## src/rtl/core/bttu_pkg.sv

```systemverilog
// ----------------------------------------------------------------------------
// bttu_pkg
// Shared types, phase codes and register constants of the tick-timed 8N1
// serial transmitter and receiver.
// ----------------------------------------------------------------------------
package bttu_pkg;

    // configuration register indexes
    localparam logic CFG_BIT_TICKS     = 1'b0;
    localparam logic CFG_TIMEOUT_TICKS = 1'b1;

    // register reset values
    localparam logic [15:0] BIT_TICKS_RESET     = 16'd34;
    localparam logic [15:0] TIMEOUT_TICKS_RESET = 16'd30000;

    // receiver phases
    localparam logic [2:0] RX_IDLE   = 3'd0;
    localparam logic [2:0] RX_WAIT   = 3'd1;
    localparam logic [2:0] RX_CENTER = 3'd2;
    localparam logic [2:0] RX_DATA   = 3'd3;
    localparam logic [2:0] RX_STOP   = 3'd4;

    // transmitter phases
    localparam logic [1:0] TX_IDLE  = 2'd0;
    localparam logic [1:0] TX_START = 2'd1;
    localparam logic [1:0] TX_DATA  = 2'd2;
    localparam logic [1:0] TX_STOP  = 2'd3;

    // index of the last data bit
    localparam logic [2:0] LAST_BIT = 3'd7;

    // receiver status for one tick
    typedef struct packed {
        logic       busy;
        logic       valid;
        logic [7:0] data;
        logic       timeout;
    } t_rx_result;

    // transmitter status for one tick
    typedef struct packed {
        logic line;
        logic busy;
        logic rejected;
    } t_tx_result;

    // n - k when n exceeds k, else 1
    function automatic logic [15:0] less_or_one(input logic [15:0] n, input logic [15:0] k);
        less_or_one = (n > k) ? (n - k) : 16'd1;
    endfunction

endpackage

```

## src/rtl/core/bit_timed_uart_transceiver.sv

```systemverilog
// ----------------------------------------------------------------------------
// bit_timed_uart_transceiver
// Latency: a tick's result is registered and presented in the cycle after the tick is accepted.
// Throughput: one tick per cycle while i_out_ready holds; the result register frees as it is taken.
// The tick rate is set by the single pass through the receive and transmit
// state logic into the result register.
// Reset (synchronous, active low) idles both sides and restores the registers.
// ----------------------------------------------------------------------------
module bit_timed_uart_transceiver (
    input  logic        i_clk,
    input  logic        i_rst_n,
    // tick input channel
    input  logic        i_in_valid,
    output logic        o_in_ready,
    input  logic        i_rx_level,
    input  logic        i_read_request,
    input  logic        i_send_request,
    input  logic [7:0]  i_send_byte,
    // result channel
    output logic        o_out_valid,
    input  logic        i_out_ready,
    output logic        o_tx_line,
    output logic        o_tx_busy,
    output logic        o_tx_rejected,
    output logic        o_rx_busy,
    output logic        o_rx_valid,
    output logic [7:0]  o_rx_byte,
    output logic        o_rx_timeout,
    // configuration port
    input  logic        psel,
    input  logic        penable,
    input  logic        pwrite,
    input  logic [2:0]  paddr,
    input  logic [31:0] pwdata,
    output logic [31:0] prdata,
    output logic        pready
);

    logic [15:0]          r_bit_ticks;
    logic [15:0]          r_timeout_ticks;
    logic                 r_out_valid;
    bttu_pkg::t_rx_result r_rx_res;
    bttu_pkg::t_tx_result r_tx_res;
    bttu_pkg::t_rx_result w_rx_res;
    bttu_pkg::t_tx_result w_tx_res;
    logic                 w_step;
    logic                 w_cfg_write;

    // request flow: a tick steps when the result register is free or draining
    assign o_in_ready = !r_out_valid || i_out_ready;
    assign w_step     = i_in_valid && o_in_ready;

    // configuration registers
    assign pready      = 1'b1;
    assign w_cfg_write = psel && penable && pwrite;

    always_ff @(posedge i_clk) begin
        if (!i_rst_n) begin
            r_bit_ticks     <= bttu_pkg::BIT_TICKS_RESET;
            r_timeout_ticks <= bttu_pkg::TIMEOUT_TICKS_RESET;
        end else if (w_cfg_write) begin
            unique case (paddr[2])
                bttu_pkg::CFG_BIT_TICKS:     r_bit_ticks     <= pwdata[15:0];
                bttu_pkg::CFG_TIMEOUT_TICKS: r_timeout_ticks <= pwdata[15:0];
                default: ;
            endcase
        end
    end

    // register readback
    always_comb begin
        unique case (paddr[2])
            bttu_pkg::CFG_BIT_TICKS:     prdata = {16'd0, r_bit_ticks};
            bttu_pkg::CFG_TIMEOUT_TICKS: prdata = {16'd0, r_timeout_ticks};
            default:                     prdata = 32'd0;
        endcase
    end

    bttu_rx u_rx (
        .i_clk           (i_clk),
        .i_rst_n         (i_rst_n),
        .i_step          (w_step),
        .i_rx_level      (i_rx_level),
        .i_read_request  (i_read_request),
        .i_bit_ticks     (r_bit_ticks),
        .i_timeout_ticks (r_timeout_ticks),
        .o_result        (w_rx_res)
    );

    bttu_tx u_tx (
        .i_clk          (i_clk),
        .i_rst_n        (i_rst_n),
        .i_step         (w_step),
        .i_send_request (i_send_request),
        .i_send_byte    (i_send_byte),
        .i_bit_ticks    (r_bit_ticks),
        .o_result       (w_tx_res)
    );

    // result register valid
    always_ff @(posedge i_clk) begin
        if (!i_rst_n) begin
            r_out_valid <= 1'b0;
        end else if (o_in_ready) begin
            r_out_valid <= i_in_valid;
        end
    end

    // result register payload
    always_ff @(posedge i_clk) begin
        if (w_step) begin
            r_rx_res <= w_rx_res;
            r_tx_res <= w_tx_res;
        end
    end

    assign o_out_valid   = r_out_valid;
    assign o_tx_line     = r_tx_res.line;
    assign o_tx_busy     = r_tx_res.busy;
    assign o_tx_rejected = r_tx_res.rejected;
    assign o_rx_busy     = r_rx_res.busy;
    assign o_rx_valid    = r_rx_res.valid;
    assign o_rx_byte     = r_rx_res.data;
    assign o_rx_timeout  = r_rx_res.timeout;

endmodule

```

## src/rtl/core/bttu_rx.sv

```systemverilog
// ----------------------------------------------------------------------------
// bttu_rx
// Receiver: waits for a start edge with timeout, centers if bit_ticks >= 4,
// samples 8 data bits LSB first, skips the stop bit. Advances one tick per step.
// ----------------------------------------------------------------------------
module bttu_rx (
    input  logic                  i_clk,
    input  logic                  i_rst_n,
    input  logic                  i_step,
    input  logic                  i_rx_level,
    input  logic                  i_read_request,
    input  logic [15:0]           i_bit_ticks,
    input  logic [15:0]           i_timeout_ticks,
    output bttu_pkg::t_rx_result  o_result
);

    logic [2:0]  r_phase, n_phase;
    logic [15:0] r_counter, n_counter;
    logic [2:0]  r_index, n_index;
    logic [7:0]  r_shift, n_shift;
    logic        w_valid;
    logic        w_timeout;
    logic [15:0] w_dec;
    logic [15:0] w_data_wait;

    assign w_dec       = r_counter - 16'd1;
    assign w_data_wait = bttu_pkg::less_or_one(i_bit_ticks, 16'd4);

    // next state for one tick
    always_comb begin
        n_phase   = r_phase;
        n_counter = r_counter;
        n_index   = r_index;
        n_shift   = r_shift;
        w_valid   = 1'b0;
        w_timeout = 1'b0;
        unique case (r_phase)
            bttu_pkg::RX_IDLE: begin
                if (i_read_request) begin
                    n_phase   = bttu_pkg::RX_WAIT;
                    n_counter = 16'd0;
                    n_index   = 3'd0;
                    n_shift   = 8'd0;
                end
            end
            bttu_pkg::RX_WAIT: begin
                if (!i_rx_level) begin
                    if (i_bit_ticks[15:2] == 14'd0) begin
                        n_phase   = bttu_pkg::RX_DATA;
                        n_counter = w_data_wait;
                    end else begin
                        n_phase   = bttu_pkg::RX_CENTER;
                        n_counter = {2'b00, i_bit_ticks[15:2]};
                    end
                end else if (r_counter >= i_timeout_ticks) begin
                    w_timeout = 1'b1;
                    n_phase   = bttu_pkg::RX_IDLE;
                    n_counter = 16'd0;
                end else begin
                    n_counter = r_counter + 16'd1;
                end
            end
            bttu_pkg::RX_CENTER: begin
                n_counter = w_dec;
                if (w_dec == 16'd0) begin
                    n_phase   = bttu_pkg::RX_DATA;
                    n_counter = w_data_wait;
                end
            end
            bttu_pkg::RX_DATA: begin
                n_counter = w_dec;
                if (w_dec == 16'd0) begin
                    n_shift = {i_rx_level, r_shift[7:1]};
                    if (r_index == bttu_pkg::LAST_BIT) begin
                        n_index   = 3'd0;
                        n_phase   = bttu_pkg::RX_STOP;
                        n_counter = bttu_pkg::less_or_one(i_bit_ticks, 16'd2);
                    end else begin
                        n_index   = r_index + 3'd1;
                        n_counter = w_data_wait;
                    end
                end
            end
            bttu_pkg::RX_STOP: begin
                n_counter = w_dec;
                if (w_dec == 16'd0) begin
                    w_valid = 1'b1;
                    n_phase = bttu_pkg::RX_IDLE;
                end
            end
            default: begin
                n_phase   = bttu_pkg::RX_IDLE;
                n_counter = 16'd0;
            end
        endcase
    end

    // status of this tick
    assign o_result.busy    = (n_phase != bttu_pkg::RX_IDLE);
    assign o_result.valid   = w_valid;
    assign o_result.data    = w_valid ? r_shift : 8'd0;
    assign o_result.timeout = w_timeout;

    // state registers
    always_ff @(posedge i_clk) begin
        if (!i_rst_n) begin
            r_phase   <= bttu_pkg::RX_IDLE;
            r_counter <= 16'd0;
            r_index   <= 3'd0;
            r_shift   <= 8'd0;
        end else if (i_step) begin
            r_phase   <= n_phase;
            r_counter <= n_counter;
            r_index   <= n_index;
            r_shift   <= n_shift;
        end
    end

endmodule

```

## src/rtl/core/bttu_tx.sv

```systemverilog
// ----------------------------------------------------------------------------
// bttu_tx
// Transmitter: sends start bit, 8 data bits LSB first and stop bit, each
// held for a tick count set by the bit ticks register. Advances one tick per step.
// ----------------------------------------------------------------------------
module bttu_tx (
    input  logic                  i_clk,
    input  logic                  i_rst_n,
    input  logic                  i_step,
    input  logic                  i_send_request,
    input  logic [7:0]            i_send_byte,
    input  logic [15:0]           i_bit_ticks,
    output bttu_pkg::t_tx_result  o_result
);

    logic [1:0]  r_phase, n_phase;
    logic [15:0] r_counter, n_counter;
    logic [2:0]  r_index, n_index;
    logic [7:0]  r_shift, n_shift;
    logic        w_rejected;
    logic        w_line;
    logic [15:0] w_hold;

    // extra ticks each bit is held
    assign w_hold = bttu_pkg::less_or_one(i_bit_ticks, 16'd3) - 16'd1;

    // next state for one tick
    always_comb begin
        n_phase    = r_phase;
        n_counter  = r_counter;
        n_index    = r_index;
        n_shift    = r_shift;
        w_rejected = 1'b0;
        if (r_phase == bttu_pkg::TX_IDLE) begin
            if (i_send_request) begin
                if (i_bit_ticks == 16'd0) begin
                    w_rejected = 1'b1;
                end else begin
                    n_phase   = bttu_pkg::TX_START;
                    n_counter = w_hold;
                    n_index   = 3'd0;
                    n_shift   = i_send_byte;
                end
            end
        end else if (r_counter != 16'd0) begin
            n_counter = r_counter - 16'd1;
        end else begin
            unique case (r_phase)
                bttu_pkg::TX_START: begin
                    n_phase = bttu_pkg::TX_DATA;
                    n_index = 3'd0;
                end
                bttu_pkg::TX_DATA: begin
                    n_shift = {1'b0, r_shift[7:1]};
                    if (r_index == bttu_pkg::LAST_BIT) begin
                        n_index = 3'd0;
                        n_phase = bttu_pkg::TX_STOP;
                    end else begin
                        n_index = r_index + 3'd1;
                    end
                end
                default: begin
                    n_phase = bttu_pkg::TX_IDLE;
                end
            endcase
            n_counter = (n_phase == bttu_pkg::TX_IDLE) ? 16'd0 : w_hold;
        end
    end

    // line level after this tick
    always_comb begin
        case (n_phase)
            bttu_pkg::TX_START: w_line = 1'b0;
            bttu_pkg::TX_DATA:  w_line = n_shift[0];
            default:            w_line = 1'b1;
        endcase
    end

    assign o_result.line     = w_line;
    assign o_result.busy     = (n_phase != bttu_pkg::TX_IDLE);
    assign o_result.rejected = w_rejected;

    // state registers
    always_ff @(posedge i_clk) begin
        if (!i_rst_n) begin
            r_phase   <= bttu_pkg::TX_IDLE;
            r_counter <= 16'd0;
            r_index   <= 3'd0;
            r_shift   <= 8'd0;
        end else if (i_step) begin
            r_phase   <= n_phase;
            r_counter <= n_counter;
            r_index   <= n_index;
            r_shift   <= n_shift;
        end
    end

endmodule
```

## config.mk

```make
export PLATFORM = sky130hd
export DESIGN_NAME = bit_timed_uart_transceiver
export DESIGN_NICKNAME = d
export VERILOG_FILES = /design/src/rtl/core/bttu_pkg.sv /design/src/rtl/core/bit_timed_uart_transceiver.sv /design/src/rtl/core/bttu_rx.sv /design/src/rtl/core/bttu_tx.sv
export SDC_FILE = /design/constraint.sdc
export NUM_CORES = 1
export LEC_CHECK = 0
export ABC_AREA = 1
export CAP_MARGIN = 20
export CORE_ASPECT_RATIO = 0.9
export CORE_UTILIZATION = 40
export DETAILED_ROUTE_END_ITERATION = 10
export DONT_BUFFER_PORTS = 1
export MAX_ROUTING_LAYER = met4
export PLACE_DENSITY = 0.54
export SYNTH_ARGS = -nofsm -noshare
export SYNTH_HDL_FRONTEND = slang
export SYNTH_SLANG_ARGS = --single-unit
```

## constraint.sdc

```tcl
create_clock -name i_clk -period 2.96 [get_ports i_clk]
set_input_delay 0.296 -clock i_clk [delete_from_list [all_inputs] [get_ports i_clk]]
set_output_delay 0.296 -clock i_clk [all_outputs]
set_load 0.01 [all_outputs]
```

==> metrics <==
CP Data Required Time 3170 ps; Seq cells post-synth 106; area growth from synthesis to layout 6.85%; Reg2Reg Setup Slack 390 ps; Max Cap Viol 0; Initial Util 41.3%; sequential-to-total area share from yosys stat 27.1%; Post-CTS Setup Inserts 0; RSZ-0062 raised after global routing false; total gr overflow 0; hold_buf cts 0; Mapped Cells 1298; R2R Path Start u_rx.r_counter[1]$_SDFFE_PN0P_; Worst path top cell family by delay simple AND/OR/NAND/NOR gates; slowest cell on the critical path dfxtp_1; Sw Ratio 38.7%; Clock Latency Late Sink 370 ps; Reg2Reg Capture Point u_rx.r_counter[7]$_SDFFE_PN0P_; Max Clock Skew 15.6 ps; most used cell, CP nand2_1; mux share of post-synthesis cell area 0%; Num CTS Buffers 9; vias 8294; Antenna Nets Post-Route 0; pwr dens 467 nW/um^2; DRC 0; CP Data Arrival Time 2780 ps; die area 21500 um^2; Global Route Usage Sum 25.6%; cell area after layout 8920 um^2; buffers plus inverters on the worst setup path 1; Clock Root Buffer clkbuf_16; crit-path max FO 10; Synth Area in XOR/XNOR 4.60%; Most used DFF post-synth dfxtp_1; Pleak 3.90 nW; Clock Power Share 30.9%; largest net degree at the start of global routing 49; DRT iter0 DRCs 771; critical path capture point type register; Rows 49; YS warnings 0; P_int 0.00256 W; Post-DP HPWL 20200 um; WP depth 16; Post-Synth Adder-Cell Area 5.10%; EDFF count, synth 14; setup tns final 0 ps; clock sinks 106; DRT Pass-1 Iters 6; # nets final 1382; area leader, netlist dfxtp_1; Synth Cell Area 8350 um^2; Logic pwr share 29.4%; first-pass GRT wire length 42000 um; Resized cells post-CTS 0; Compound-Gate Fraction of Synth Area 19.4%; diode count 0; outcome finished, final reports clean; CP Cell Sequence inv_1 > ha_1 > or2_0 > nand2_1 > nor2_1 > nand2_1 > nor2_1 > nand3_2 > nor2_4 > nand2_4 > nand2_1 > nand2_2 > nand2_1 > nand3_1 > nand2_1 > a21oi_1; Setup violations, final 0; Max Root-Sink Buffers 2; vias in the first global route 7750; vias per cell 5.33; delay of the slowest cell on the worst path 380 ps; DIE HEIGHT 139 um; Ports 102; Switch Pwr 0.00161 W; HP Class in2reg; Post-Route WL 26100 um; worst hold stages 2; Async S/R FF share, synth 0%; initial antenna violation count 0; Peak VDD IR 0.270 mV; CTS tree yes; Hold Path Sink u_tx.r_index[0]$_SDFFE_PN0P_; Max-slew headroom 35.3%; top area cells in the synthesized netlist dfxtp_1 22%, nand2_1 14%, o21ai_0 8.0%; CP Class reg2reg; Peak Freq 0.390 GHz; Hold Violations, Final 0; Clk pin slew, worst setup/hold paths 90 ps; drt wl/cell 16.8 um; final number of max-transition violations 0; final worst path period share 86.7%; Avg Inst Size Synth 6.43 um^2; Non-Filler Instances 1555; Placer Congestion 0.961; worst-margin pin slew 970 ps; Hold Crit Start i_rst_n; dpl cell area 8620 um^2; placed cell count 1539; # fillers 2254; commonest cells in the netlist 308 x nand2_1, 150 x inv_1, 134 x o21ai_0, 114 x a21oi_1, 111 x nor2_1; share of layout cells above drive strength 1 8.77%; main combinational cell family by area after synthesis simple AND/OR/NAND/NOR gates; share of the synthesized area in the top cell type 22.1%; port bufs 0; most common cell in the netlist nand2_1; die width 154 um; Power Total 0.00417 W; Flop pwr share 39.6%; fin crit period 2570 ps; CP startpoint kind register; cells on worst reg2reg path 16; post-synthesis simple-gate area fraction 32.6%; Yosys cell types 56; H-tree level count 3; Core ar. 20200 um^2
-- layout make-up --
| cell class | count | area [um^2] | share of cell area (%) |
|---|---|---|---|
| Timing Repair Buffer | 29 | 218 | 2.44 |
| Tap cell | 255 | 319 | 3.58 |
| Clock inverter | 7 | 80.1 | 0.898 |
| Sequential cell | 106 | 2260 | 25.4 |
| Inverter | 159 | 602 | 6.75 |
| Clock buffer | 9 | 225 | 2.52 |
| Multi-Input combinational cell | 990 | 5220 | 58.5 |
-- state kept, by name, summed over array words and instances (netlist names), 2 cells and up --
register	cells
u_tx.r_index	3
u_rx.r_counter	16
u_tx.r_counter	16
r_timeout_ticks	16
r_bit_ticks	16
u_tx.r_shift	8
u_rx.r_index	3
u_rx.r_shift	8
o_rx_byte	8
u_rx.r_phase	3
u_tx.r_phase	2
-- power groups by stage --
stage	Sequential, W	Clock [W]	Combinational (W)
after detailed placement	0.00168	0	0.00121
after CTS	0.00165	0.00132	0.00122
after floorplan	0.00164	0	0.000972
final	0.00165	0.00129	0.00122
after global placement	0.00168	0	0.00121
after global routing	0.00167	0.00137	0.00139
-- worst max path at each step --
stage	startpoint	to	slack [ps]
floorplan	r_bit_ticks[2]$_SDFFE_PN0P_	u_tx.r_counter[14]$_SDFFE_PN0P_	470
CTS	u_rx.r_counter[1]$_SDFFE_PN0P_	u_rx.r_counter[7]$_SDFFE_PN0P_	400
global route	r_bit_ticks[2]$_SDFFE_PN0P_	u_tx.r_counter[14]$_SDFFE_PN0P_	90
detailed placement	u_rx.r_counter[1]$_SDFFE_PN0P_	u_rx.r_counter[7]$_SDFFE_PN0P_	420
global placement	u_rx.r_counter[1]$_SDFFE_PN0P_	u_rx.r_counter[7]$_SDFFE_PN0P_	440
finish	u_rx.r_counter[1]$_SDFFE_PN0P_	u_rx.r_counter[7]$_SDFFE_PN0P_	390
-- kinds of logic after synthesis --
| family | after synthesis |
|---|---|
| other | 2 |
| adder cells (fa/ha/maj) | 34 |
| AND/OR/NAND/NOR | 601 |
| XOR/XNOR | 43 |
| flip-flops | 106 |
| AO/OA/AOI/OAI | 295 |
| buffers and inverters | 217 |
-- metrics by stage --
step / util (%) / setup slack, ps / hold slack (ps)
floorplan: - / 474 / 422
global placement: 42.6 / 436 / 426
detailed placement: 42.6 / 416 / 432
CTS: 44.1 / 402 / 32.5
global route: 44.1 / 85.3 / 38.0
finish: 44.1 / 395 / 50.1
-- layer usage --
layer / vias to the layer above / track usage [%] / wire, um
met5: - / - / 0
li1: 4228 / - / -
met3: 39 / 4.13 / 1500
met4: 0 / 8.18 / 674
met1: 3756 / 35.3 / 12800
met2: 271 / 37.9 / 11100
-- layout by cell type (no fill, tap or decap), types with 3 or more instances in the layout --
cell type / n
nor2_2: 11
inv_2: 6
a31oi_1: 8
o22ai_1: 3
nand4_1: 20
nand2_1: 308
nor4_1: 6
a21oi_2: 10
inv_1: 150
or2_2: 4
o31ai_1: 3
o21ai_0: 134
nand3b_1: 4
xor2_1: 37
nor2_1: 111
conb_1: 17
o211ai_1: 3
o32ai_1: 3
dfxtp_1: 92
o21ai_1: 4
edfxtp_1: 14
nand3_1: 78
nand3_2: 6
nand2_2: 9
nor2_4: 10
xnor2_1: 5
ha_1: 34
a21oi_1: 114
buf_4: 29
a221oi_1: 4
nor3_1: 21
clkbuf_16: 9
Note: power is estimated with default switching activity, not from simulation.
